### config.mk
export PLATFORM = sky130hd
export DESIGN_NAME = max_profit_k_transactions_flat
export DESIGN_NICKNAME = d
export VERILOG_FILES = /design/src/rtl/core/mpk_pkg.sv /design/src/rtl/core/mpk_if.sv /design/src/rtl/core/max_profit_k_transactions.sv /design/src/flat_wrapper.sv
export SDC_FILE = /design/constraint.sdc
export NUM_CORES = 2
export LEC_CHECK = 0
export BUFFER_PORTS_ARGS = -buffer_cell sky130_fd_sc_hd__clkbuf_2
export CAP_MARGIN = 25
export CORE_MARGIN = 2
export CORE_UTILIZATION = 35
export DETAILED_ROUTE_END_ITERATION = 8
export GPL_ROUTABILITY_DRIVEN = 0
export SYNTH_ARGS = -nofsm -noshare
export SYNTH_HDL_FRONTEND = slang
export SYNTH_SLANG_ARGS = --single-unit
### constraint.sdc
create_clock -name clk -period 19 [get_ports clk]
set_input_delay 2.85 -clock clk [delete_from_list [all_inputs] [get_ports clk]]
set_output_delay 2.85 -clock clk [all_outputs]
set_load 0.01 [all_outputs]
### src/rtl/core/mpk_pkg.sv
`timescale 1ns / 1ps
// ----------------------------------------------------------------------------
// mpk_pkg: shared definitions for the k-transaction profit tracker
// Widths, table depth, register indexes and the sequencer state type.
// ----------------------------------------------------------------------------
package mpk_pkg;

	// Table depth: entries 0..MAX_K
	localparam int MAX_K      = 16;
	localparam int PRICE_BITS = 16;
	localparam int IDX_W      = $clog2(MAX_K + 1);

	// Fixed field widths
	localparam int PRICE_W    = 16;
	localparam int K_LIMIT_W  = 5;
	localparam int PROFIT_W   = 32;
	localparam int RESULT_W   = 31;
	localparam int CFG_IDX_W  = 2;
	localparam int CFG_DATA_W = 5;

	// Holding value that marks "no position possible yet"
	localparam logic signed [PROFIT_W-1:0] NEG_MARK   = {1'b1, {(PROFIT_W-1){1'b0}}};
	localparam logic signed [PROFIT_W-1:0] PROFIT_TOP = {1'b0, {(PROFIT_W-1){1'b1}}};

	// Register indexes
	localparam logic [CFG_IDX_W-1:0] REG_K_LIMIT   = CFG_IDX_W'(0);
	localparam logic [CFG_IDX_W-1:0] REG_UNLIMITED = CFG_IDX_W'(1);

	typedef enum logic [1:0] {
		ST_IDLE,
		ST_STEP,
		ST_FINISH
	} mpk_state_t;

endpackage

### src/rtl/core/mpk_if.sv
`timescale 1ns / 1ps
// ----------------------------------------------------------------------------
// mpk_if: stream channels of the k-transaction profit tracker
// Price beats in, profit beats out, and a register write channel.
// ----------------------------------------------------------------------------
interface mpk_in_if;
	logic                         valid;
	logic                         ready;
	logic [mpk_pkg::PRICE_W-1:0]  price;
	logic                         first;

	modport source (output valid, output price, output first, input ready);
	modport sink   (input valid, input price, input first, output ready);
endinterface

interface mpk_out_if;
	logic                         valid;
	logic                         ready;
	logic [mpk_pkg::RESULT_W-1:0] profit;
	logic                         saturated;

	modport source (output valid, output profit, output saturated, input ready);
	modport sink   (input valid, input profit, input saturated, output ready);
endinterface

interface mpk_cfg_if;
	logic                           valid;
	logic                           ready;
	logic [mpk_pkg::CFG_IDX_W-1:0]  index;
	logic [mpk_pkg::CFG_DATA_W-1:0] data;

	modport source (output valid, output index, output data, input ready);
	modport sink   (input valid, input index, input data, output ready);
endinterface

### src/rtl/core/max_profit_k_transactions.sv
`timescale 1ns / 1ps
// ----------------------------------------------------------------------------
// max_profit_k_transactions: best trading profit over a price stream
// Tracks, for every transaction count, the best flat and holding profit and
// reports the best closed-position profit after each price beat.
// ----------------------------------------------------------------------------
// Each price beat yields one result beat: the best profit with every position
// closed, using at most k_limit buy-sell pairs (k_limit above MAX_K acts as
// MAX_K, zero gives zero), or, with unlimited_mode set, the profit of the
// any-number-of-trades recurrence. Both recurrences run on every beat, so the
// mode may be switched mid-series. A beat with first set clears all state
// before its price is used. Profit values clamp at 2^31-1 and set the
// saturated flag, which stays up until reset or the next first beat.
// An item occupies the block from acceptance until its result is loaded: the
// beat is taken, the unlimited recurrence steps, then the single shared
// sell/buy unit visits table entries 1..k in order (k the clamped k_limit),
// each using the flat value just written for its lower neighbor; then the
// result is loaded, which waits while the previous result still sits unread.
// The input is not ready from the cycle after acceptance until the result is
// loaded, so no new beat is taken before the last one is through. The result
// sits in an output register, so the next price is taken while a result still
// waits. Registers must be written by the user only while the block is idle;
// the block does not enforce this. cfg.ready is always high.
// ----------------------------------------------------------------------------
module max_profit_k_transactions (
	input  logic       clk,
	input  logic       arst_n,
	mpk_in_if.sink     item,
	mpk_out_if.source  result,
	mpk_cfg_if.sink    cfg
);

	localparam int PW = mpk_pkg::PROFIT_W;
	localparam int SW = mpk_pkg::PROFIT_W + 2;

	// Configuration
	logic [mpk_pkg::K_LIMIT_W-1:0] k_limit_q;
	logic                          unlimited_q;

	// Sequencer
	mpk_pkg::mpk_state_t state_q, state_d;
	logic [mpk_pkg::IDX_W-1:0] j_q;
	logic [mpk_pkg::IDX_W-1:0] k_q;
	logic [mpk_pkg::IDX_W-1:0] k_eff;
	logic [mpk_pkg::PRICE_BITS-1:0] price_q;

	// Profit table and unlimited recurrence
	logic signed [PW-1:0] cash_q [mpk_pkg::MAX_K+1];
	logic signed [PW-1:0] hold_q [mpk_pkg::MAX_K+1];
	logic signed [PW-1:0] free_cash_q;
	logic signed [PW-1:0] free_hold_q;
	logic signed [PW-1:0] prev_cash_q;
	logic                 sat_q;

	// Output register
	logic                            out_valid_q;
	logic [mpk_pkg::RESULT_W-1:0]    profit_q;
	logic                            out_sat_q;

	// Control decode
	logic accept;
	logic step_en;
	logic load_out;

	// Shared sell/buy unit
	logic signed [PW-1:0] cash_u, hold_u, prev_u;
	logic signed [SW-1:0] sale_sum;
	logic signed [SW-1:0] buy_sum;
	logic signed [PW-1:0] sale_v, buy_v;
	logic signed [PW-1:0] new_cash, new_hold;
	logic                 hold_live;
	logic                 sat_hit;

	// ------------------------------------------------------------------
	// Configuration writes
	// ------------------------------------------------------------------
	assign cfg.ready = 1'b1;

	always_ff @(posedge clk or negedge arst_n) begin
		if (!arst_n) begin
			k_limit_q   <= mpk_pkg::K_LIMIT_W'(2);
			unlimited_q <= 1'b0;
		end else if (cfg.valid) begin
			unique case (cfg.index)
				mpk_pkg::REG_K_LIMIT:   k_limit_q   <= cfg.data;
				mpk_pkg::REG_UNLIMITED: unlimited_q <= cfg.data[0];
				default: ;
			endcase
		end
	end

	// Clamp the transaction count to the table depth
	always_comb begin
		if (int'(k_limit_q) > mpk_pkg::MAX_K) begin
			k_eff = mpk_pkg::IDX_W'(mpk_pkg::MAX_K);
		end else begin
			k_eff = mpk_pkg::IDX_W'(k_limit_q);
		end
	end

	// ------------------------------------------------------------------
	// Sequencer: take a beat, run the unlimited step (j = 0), sweep
	// table entries 1..k, then load the result register.
	// ------------------------------------------------------------------
	always_comb begin
		state_d = state_q;
		unique case (state_q)
			mpk_pkg::ST_IDLE: begin
				if (item.valid) begin
					state_d = mpk_pkg::ST_STEP;
				end
			end
			mpk_pkg::ST_STEP: begin
				if (j_q == k_q) begin
					state_d = mpk_pkg::ST_FINISH;
				end
			end
			mpk_pkg::ST_FINISH: begin
				if (!out_valid_q || result.ready) begin
					state_d = mpk_pkg::ST_IDLE;
				end
			end
			default: state_d = mpk_pkg::ST_IDLE;
		endcase
	end

	always_comb begin
		item.ready = 1'b0;
		step_en    = 1'b0;
		load_out   = 1'b0;
		unique case (state_q)
			mpk_pkg::ST_IDLE:   item.ready = 1'b1;
			mpk_pkg::ST_STEP:   step_en    = 1'b1;
			mpk_pkg::ST_FINISH: load_out   = !out_valid_q || result.ready;
			default: ;
		endcase
	end

	assign accept = item.valid && item.ready;

	always_ff @(posedge clk or negedge arst_n) begin
		if (!arst_n) begin
			state_q <= mpk_pkg::ST_IDLE;
			j_q     <= '0;
			k_q     <= '0;
		end else begin
			state_q <= state_d;
			if (accept) begin
				j_q <= '0;
				k_q <= k_eff;
			end else if (step_en) begin
				j_q <= j_q + 1'b1;
			end
		end
	end

	// Hold the price for the whole sweep, reduced to PRICE_BITS
	always_ff @(posedge clk) begin
		if (accept) begin
			price_q <= mpk_pkg::PRICE_BITS'(item.price);
		end
	end

	// ------------------------------------------------------------------
	// Shared unit. Step 0 feeds the unlimited pair, whose buy uses the
	// flat value from before this price; table steps buy from the entry
	// below, just updated and held in prev_cash_q.
	// ------------------------------------------------------------------
	always_comb begin
		if (j_q == '0) begin
			cash_u = free_cash_q;
			hold_u = free_hold_q;
			prev_u = free_cash_q;
		end else begin
			cash_u = cash_q[j_q];
			hold_u = hold_q[j_q];
			prev_u = prev_cash_q;
		end
	end

	always_comb begin
		hold_live = (hold_u != mpk_pkg::NEG_MARK);

		// Sell: hold + price, clamped at the top of the profit range
		sale_sum = {{2{hold_u[PW-1]}}, hold_u} + SW'(price_q);
		sat_hit  = hold_live && (sale_sum > SW'(mpk_pkg::PROFIT_TOP));
		sale_v   = sat_hit ? mpk_pkg::PROFIT_TOP : sale_sum[PW-1:0];
		new_cash = (hold_live && (sale_v > cash_u)) ? sale_v : cash_u;

		// Buy: flat value below minus price; never reaches the marker
		buy_sum  = {{2{prev_u[PW-1]}}, prev_u} - SW'(price_q);
		buy_v    = buy_sum[PW-1:0];
		new_hold = (!hold_live || (buy_v > hold_u)) ? buy_v : hold_u;
	end

	// ------------------------------------------------------------------
	// State update: first beat clears everything, steps write back.
	// ------------------------------------------------------------------
	always_ff @(posedge clk or negedge arst_n) begin
		if (!arst_n) begin
			for (int i = 0; i <= mpk_pkg::MAX_K; i++) begin
				cash_q[i] <= '0;
				hold_q[i] <= mpk_pkg::NEG_MARK;
			end
			free_cash_q <= '0;
			free_hold_q <= mpk_pkg::NEG_MARK;
			prev_cash_q <= '0;
			sat_q       <= 1'b0;
		end else if (accept) begin
			// Entry 0 stays flat at zero, so the first table buy starts from 0
			prev_cash_q <= '0;
			if (item.first) begin
				for (int i = 0; i <= mpk_pkg::MAX_K; i++) begin
					cash_q[i] <= '0;
					hold_q[i] <= mpk_pkg::NEG_MARK;
				end
				free_cash_q <= '0;
				free_hold_q <= mpk_pkg::NEG_MARK;
				sat_q       <= 1'b0;
			end
		end else if (step_en) begin
			if (sat_hit) begin
				sat_q <= 1'b1;
			end
			if (j_q == '0) begin
				free_cash_q <= new_cash;
				free_hold_q <= new_hold;
			end else begin
				cash_q[j_q] <= new_cash;
				hold_q[j_q] <= new_hold;
				prev_cash_q <= new_cash;
			end
		end
	end

	// ------------------------------------------------------------------
	// Result register. After the sweep prev_cash_q holds entry k (zero
	// when k is zero); both candidates are never negative.
	// ------------------------------------------------------------------
	always_ff @(posedge clk or negedge arst_n) begin
		if (!arst_n) begin
			out_valid_q <= 1'b0;
		end else if (load_out) begin
			out_valid_q <= 1'b1;
		end else if (result.ready) begin
			out_valid_q <= 1'b0;
		end
	end

	always_ff @(posedge clk) begin
		if (load_out) begin
			profit_q  <= unlimited_q ? free_cash_q[mpk_pkg::RESULT_W-1:0]
			                         : prev_cash_q[mpk_pkg::RESULT_W-1:0];
			out_sat_q <= sat_q;
		end
	end

	assign result.valid     = out_valid_q;
	assign result.profit    = profit_q;
	assign result.saturated = out_sat_q;

endmodule

### src/flat_wrapper.sv
// flat-port wrapper written by rule: the top's interface ports become plain ports
module max_profit_k_transactions_flat 
  (clk, arst_n, item_valid, item_price, item_first, item_ready, result_valid, result_profit, result_saturated, result_ready, cfg_valid, cfg_index, cfg_data, cfg_ready);
  mpk_in_if item_i ();
  mpk_out_if result_i ();
  mpk_cfg_if cfg_i ();
  input  logic clk;
  input  logic arst_n;
  input wire logic [$bits(item_i.valid)-1:0] item_valid;
  input wire logic [$bits(item_i.price)-1:0] item_price;
  input wire logic [$bits(item_i.first)-1:0] item_first;
  output wire logic [$bits(item_i.ready)-1:0] item_ready;
  output wire logic [$bits(result_i.valid)-1:0] result_valid;
  output wire logic [$bits(result_i.profit)-1:0] result_profit;
  output wire logic [$bits(result_i.saturated)-1:0] result_saturated;
  input wire logic [$bits(result_i.ready)-1:0] result_ready;
  input wire logic [$bits(cfg_i.valid)-1:0] cfg_valid;
  input wire logic [$bits(cfg_i.index)-1:0] cfg_index;
  input wire logic [$bits(cfg_i.data)-1:0] cfg_data;
  output wire logic [$bits(cfg_i.ready)-1:0] cfg_ready;
  assign item_i.valid = item_valid;
  assign item_i.price = item_price;
  assign item_i.first = item_first;
  assign item_ready = item_i.ready;
  assign result_valid = result_i.valid;
  assign result_profit = result_i.profit;
  assign result_saturated = result_i.saturated;
  assign result_i.ready = result_ready;
  assign cfg_i.valid = cfg_valid;
  assign cfg_i.index = cfg_index;
  assign cfg_i.data = cfg_data;
  assign cfg_ready = cfg_i.ready;
  max_profit_k_transactions u_core (.clk(clk), .arst_n(arst_n), .item(item_i), .result(result_i), .cfg(cfg_i));
endmodule
# After elaboration in Yosys (flattened, before gate mapping)
# Index checks and enable logic that the tools add are counted.
# word_totals
ff_bits	1252
input_bits	29
output_inout_bits	35
word_cells	141
# classes
n_addsub	3
magnitude_cmp	6
eq_ne	10
muxes	52
bitwise_logic	1
reduce_logical	22
# ops
operator	count
$mux W544	8
$bwmux W544	2
$mux W32	22
$bmux W32 S5	2
$demux W32 S5	1
$gt A32 B32 Y1	2
$gt A34 B32 Y1 const B	1
$add A32 B17 Y33	1
$ne A32 B32 Y1 const B	1
$sub A32 B17 Y32	1
$mux W31	1
$mux W5	3
$reduce_and A3 Y1	4
$mux W1	9
$reduce_bool A2 Y1	4
$ge A6 B6 Y1 const B	1
$lt A6 B1 Y1 const B	1
$mux W2	3
$ne A2 B1 Y1 const B	3
$not A5 Y6	1
$pmux W2 S3	1
$reduce_and A2 Y1	3
$add A5 B1 Y5 const B	1
$eq A5 B5 Y1	1
other kinds (9)	17

# Logic depth before layout (Yosys ltp)
# logic_depth
ltp_word	16
ltp_mapped	50
ltp_nobuf	30

# Least setup slack after synthesis
# No wires, ideal clock.
# synth_path
kind	reg-to-reg
start	reg u_core.j_q[1] (netlist bit)
end	reg u_core.hold_q[151] (netlist bit)
setup_ps	134
t_arrival_ps	10506
required_ps	18866
slack_ps	8360
path_stages_with_launch	47
n_path_buf	20
period_less_slack_ps	10640
cell_sequence	dfrtp_1 > buf_2 > buf_2 > buf_4 > buf_4 > buf_2 > buf_2 > buf_2 > buf_1 > clkbuf_1 > inv_1 > ha_1 > or4b_1 > buf_2 > buf_2 > buf_2 > buf_1 > buf_1 > [... 11 more ...] > or2_1 > nor4_1 > xnor2_1 > mux2i_1 > ha_1 > and3_1 > nand3_1 > or3_1 > or3_1 > or3_1 > and3_1 > mux2_2 > or2_2 > buf_6 > buf_8 > a21oi_2 > clkbuf_1 > o21ai_0
# synth_between
elab_chain_cells	13
word_cells_on_any_way	24
classes_between	add/sub: 1; order compare: 3; eq/ne: 2; mux: 12; bitwise: 1; reduce/logical: 5
# synth_lines
element	line_no	text
from (decl)	max_profit_k_transactions.sv:42	logic [mpk_pkg::IDX_W-1:0] j_q;
from (signal assigned)	max_profit_k_transactions.sv:152	j_q <= j_q + 1'b1;
parallel branches: the longest is 13 deep, another holds $sub A32 B17 Y32	--	
to (signal, indexed assignment)	max_profit_k_transactions.sv:203	hold_q[i] <= mpk_pkg::NEG_MARK;
to (signal, indexed assignment)	max_profit_k_transactions.sv:215	hold_q[i] <= mpk_pkg::NEG_MARK;
to (signal, indexed assignment)	max_profit_k_transactions.sv:230	hold_q[j_q] <= new_hold;
to (decl)	max_profit_k_transactions.sv:49	logic signed [PW-1:0] hold_q [mpk_pkg::MAX_K+1];
# Parallel ways; which one is timed is not known. The select of a mux whose other input is x is not followed.
# A chain may end at the register's enable or synchronous reset.

# Worst setup path after layout
# layout_path
start	reg u_core.j_q[1] (netlist bit)
end	reg u_core.hold_q[234] (netlist bit)
# Same word-level chain as after synthesis.

==> results.toml <==
[routing]
ant_nets = 0
drc = 0
vias_per_cell = 5.86
finalWirelength_mm = 185
detailroute.via_count = 45600
drt_iter0_drc = 4879
detail_route.wl_per_cell_um = 23.8
drt_pass1_iterations = 6

[sta]
finalCritPeriodShare_pct = 53.9
maxSlewViolCount = 0
fmax_ghz = 0.0976
fin_skew_ps = 31.1
fin_crit_ps = 10250
worst_slew_pin_slew_ps = 1230
relSlewSlack_pct = 15.9
rsz0062_at_grt = "no"
hold_viol = 0
setup_tns_ps = 0
setup_viol_count_final = 0

[clock_tree]
ctsResizeCount = 0
cts.path.max_buffers = 3
cts_root_buffer = "clkbuf_16"
htree_levels = 4
clock-sinks = 1252
postCtsSetupRepairBufs = 0
path_clk_slew_ps = 60
cts_hold_buf = 0
clock_latency_ps = 790
cts_tree = "yes"
cts-buffers-inserted = 132

[worst_setup_path]
crit_buf_inv = 3
r2r_start = "u_core.j_q[1]$_DFFE_PN0N_"
crit_fanout = 50
critPathMaxStageDelay_ps = 930
required_ps = 19600
critPathKind = "reg -> reg"
crit_arrival_ps = 10850
worst_setup_path_start_kind = "flip-flop"
cp-end-kind = "flip-flop"
r2r_end = "u_core.hold_q[234]$_DFFE_PN0P_"
cpLargestDelayFamily = "simple AND/OR/NAND/NOR gates"
slowest_stage = "mux2i_2"
reg2reg_slack_ps = 8750
crit_path_frequent_cell = "or3_1"
reg2reg_depth = 28
critical_path_depth = 28

[global_route]
grt.overflow.total = 0
grt_start_max_net_pins = 229
grt_pass1_vias = 44500
grt_pass1_wl_mm = 285
track_usage_pct = 21.2
antenna_found_initial = 5

[layout]
layout-drive-gt1-share_pct = 14.0
nFillCells = 16400
mostFrequentLayoutCells = "o21ai_0 (1205), dfrtp_1 (1181), nand3_1 (1044)"
mostFrequentLayoutCell = "o21ai_0"
fin_cells = 7778
multiInputGateArea_um2 = 25800
fin_nets = 5588
regArea_um2 = 31600
syn2layout_area_growth_pct = 10.6

[min_path]
holdCritStartpoint = "u_core.hold_q[26]$_DFFE_PN0P_"
worstHoldEndpoint = "u_core.hold_q[26]$_DFFE_PN0P_"
hold_class = "reg -> reg"
holdPathStages = 2

[floorplan]
die_y_um = 417
start_util_pct = 35.3
io_pins = 64
num_rows = 151
fp.dieArea_um2 = 174000
die_w_um = 417
core_um2 = 169000

[synth]
yosys_most_used_dff = "dfrtp_1"
synth_cells = 5721
syn_area_um2 = 59800
synth-seq-area-share_pct = 52.8
async_reset_ff_share_pct = 96.2
avgSynthCellArea_um2 = 10.5
ys_seq_elements = 1252
synth_edf_count = 48
ys_warn_count = 0
syn_nets = 5852
synth.distinct_cells = 82

[placement]
dp.cells = 7535
portBuffers = 62
dp_hpwl_mm = 110

[run_status]
status = "completed"

[flow_run]
max-cap-violations = 0
## cell usage after synthesis, drive strengths merged (4+ instances only)
cell type / number / area [um2]
a21oi: 105 / 679
dfrtp: 1185 / 29700
a221oi: 7 / 61.3
mux4: 179 / 4030
or2: 6 / 37.5
nor4: 15 / 106
a22o: 9 / 78.8
edfxtp: 48 / 1440
or4: 9 / 67.6
and3: 16 / 100
dfstp: 19 / 499
nand2b: 20 / 125
nor2b: 84 / 526
mux2: 89 / 1000
xnor2: 38 / 333
a31o: 4 / 35.0
nand2: 213 / 800
nand3: 1059 / 5300
nand4: 20 / 125
inv: 58 / 218
o211ai: 14 / 105
or3: 9 / 56.3
nor2: 113 / 424
a2111oi: 11 / 96.3
mux2i: 147 / 1470
a21o: 20 / 150
o21ai: 1224 / 6160
o21a: 15 / 113
buf: 112 / 678
a221o: 18 / 180
nor3: 24 / 130
a22oi: 58 / 435
o32a: 4 / 40.0
a31oi: 4 / 25.0
o31ai: 6 / 45.0
ha: 100 / 1250
nand3b: 8 / 60.1
xor2: 21 / 184
o22ai: 89 / 576
a211oi: 10 / 75.1
and2: 14 / 87.6
clkbuf: 471 / 1780
## state kept, by name, indices dropped and copies added (netlist names), 2 cells and up
signal and flops:
u_core.cash_q 544, u_core.hold_q 544, u_core.free_cash_q 32, u_core.free_hold_q 32, u_core.prev_cash_q 32, u_core.result.profit 31
u_core.price_q 16, u_core.j_q 5, u_core.k_limit_q 5, u_core.k_q 5, u_core.state_q 2
## tightest hold or removal path, stage by stage (launching register included)
cell     delay, ps
dfrtp_1        340
nand2_1         40
o21ai_0         60
## stage by stage
step | setup slack (ps) | hold slack (ps) | util, % | instance area (um2)
3_5_place_dp | 8650 | 466 | 36.4 | 61700
2_1_floorplan | 8360 | 425 | - | 59800
6_report | 8750 | 473 | 39.0 | 66100
4_1_cts | 8610 | 479 | 38.9 | 65900
3_3_place_gp | 8620 | 457 | 36.4 | 61600
5_1_grt | 8230 | 495 | 39.0 | 66100
## routing by layer
layer	share of wire (%)	up-vias	global-route usage, %
li1	-	20400	-
met1	44	23200	29.5
met2	45	1629	33.0
met3	7.2	366	3.89
met4	3.8	2	7.99
met5	0.0097	-	0
## worst max path at each step
stage                              startpoint                        endpoint  slack, ps
floorplan           u_core.j_q[1]$_DFFE_PN0N_  u_core.hold_q[151]$_DFFE_PN0P_       8360
detailed placement  u_core.j_q[0]$_DFFE_PN0N_  u_core.cash_q[303]$_DFFE_PN0P_       8650
global placement    u_core.j_q[0]$_DFFE_PN0N_   u_core.cash_q[47]$_DFFE_PN0P_       8620
global route        u_core.j_q[1]$_DFFE_PN0N_  u_core.hold_q[298]$_DFFE_PN0P_       8230
finish              u_core.j_q[1]$_DFFE_PN0N_  u_core.hold_q[234]$_DFFE_PN0P_       8750
CTS                 u_core.j_q[0]$_DFFE_PN0N_  u_core.cash_q[271]$_DFFE_PN0P_       8610
## cell families (layout without fill, tap and decap cells)
family,count (synthesis),count (layout),share of synthesized area [%]
multiplexers,415,415,10.9
AND/OR/NAND/NOR,1622,1622,13.5
AO/OA/AOI/OAI,1629,1629,15.3
adder cells (fa/ha/maj),102,102,2.16
flip-flops,1252,1252,52.8
buffers and inverters,641,478,4.48
XOR/XNOR,59,59,0.864
other,1,3,0.00627
## area by class of cell
type	instances	area share, %
antenna	2	0.00757
clock buffer	194	5.85
clock inverter	41	0.530
inverter	58	0.329
multi-input combinational	3828	39.0
sequential	1252	47.8
tap	2218	4.20
timing repair buffer	185	2.24
Power is not shown: default switching activity piles up to over one toggle a cycle in this logic, so the estimate is an artifact.
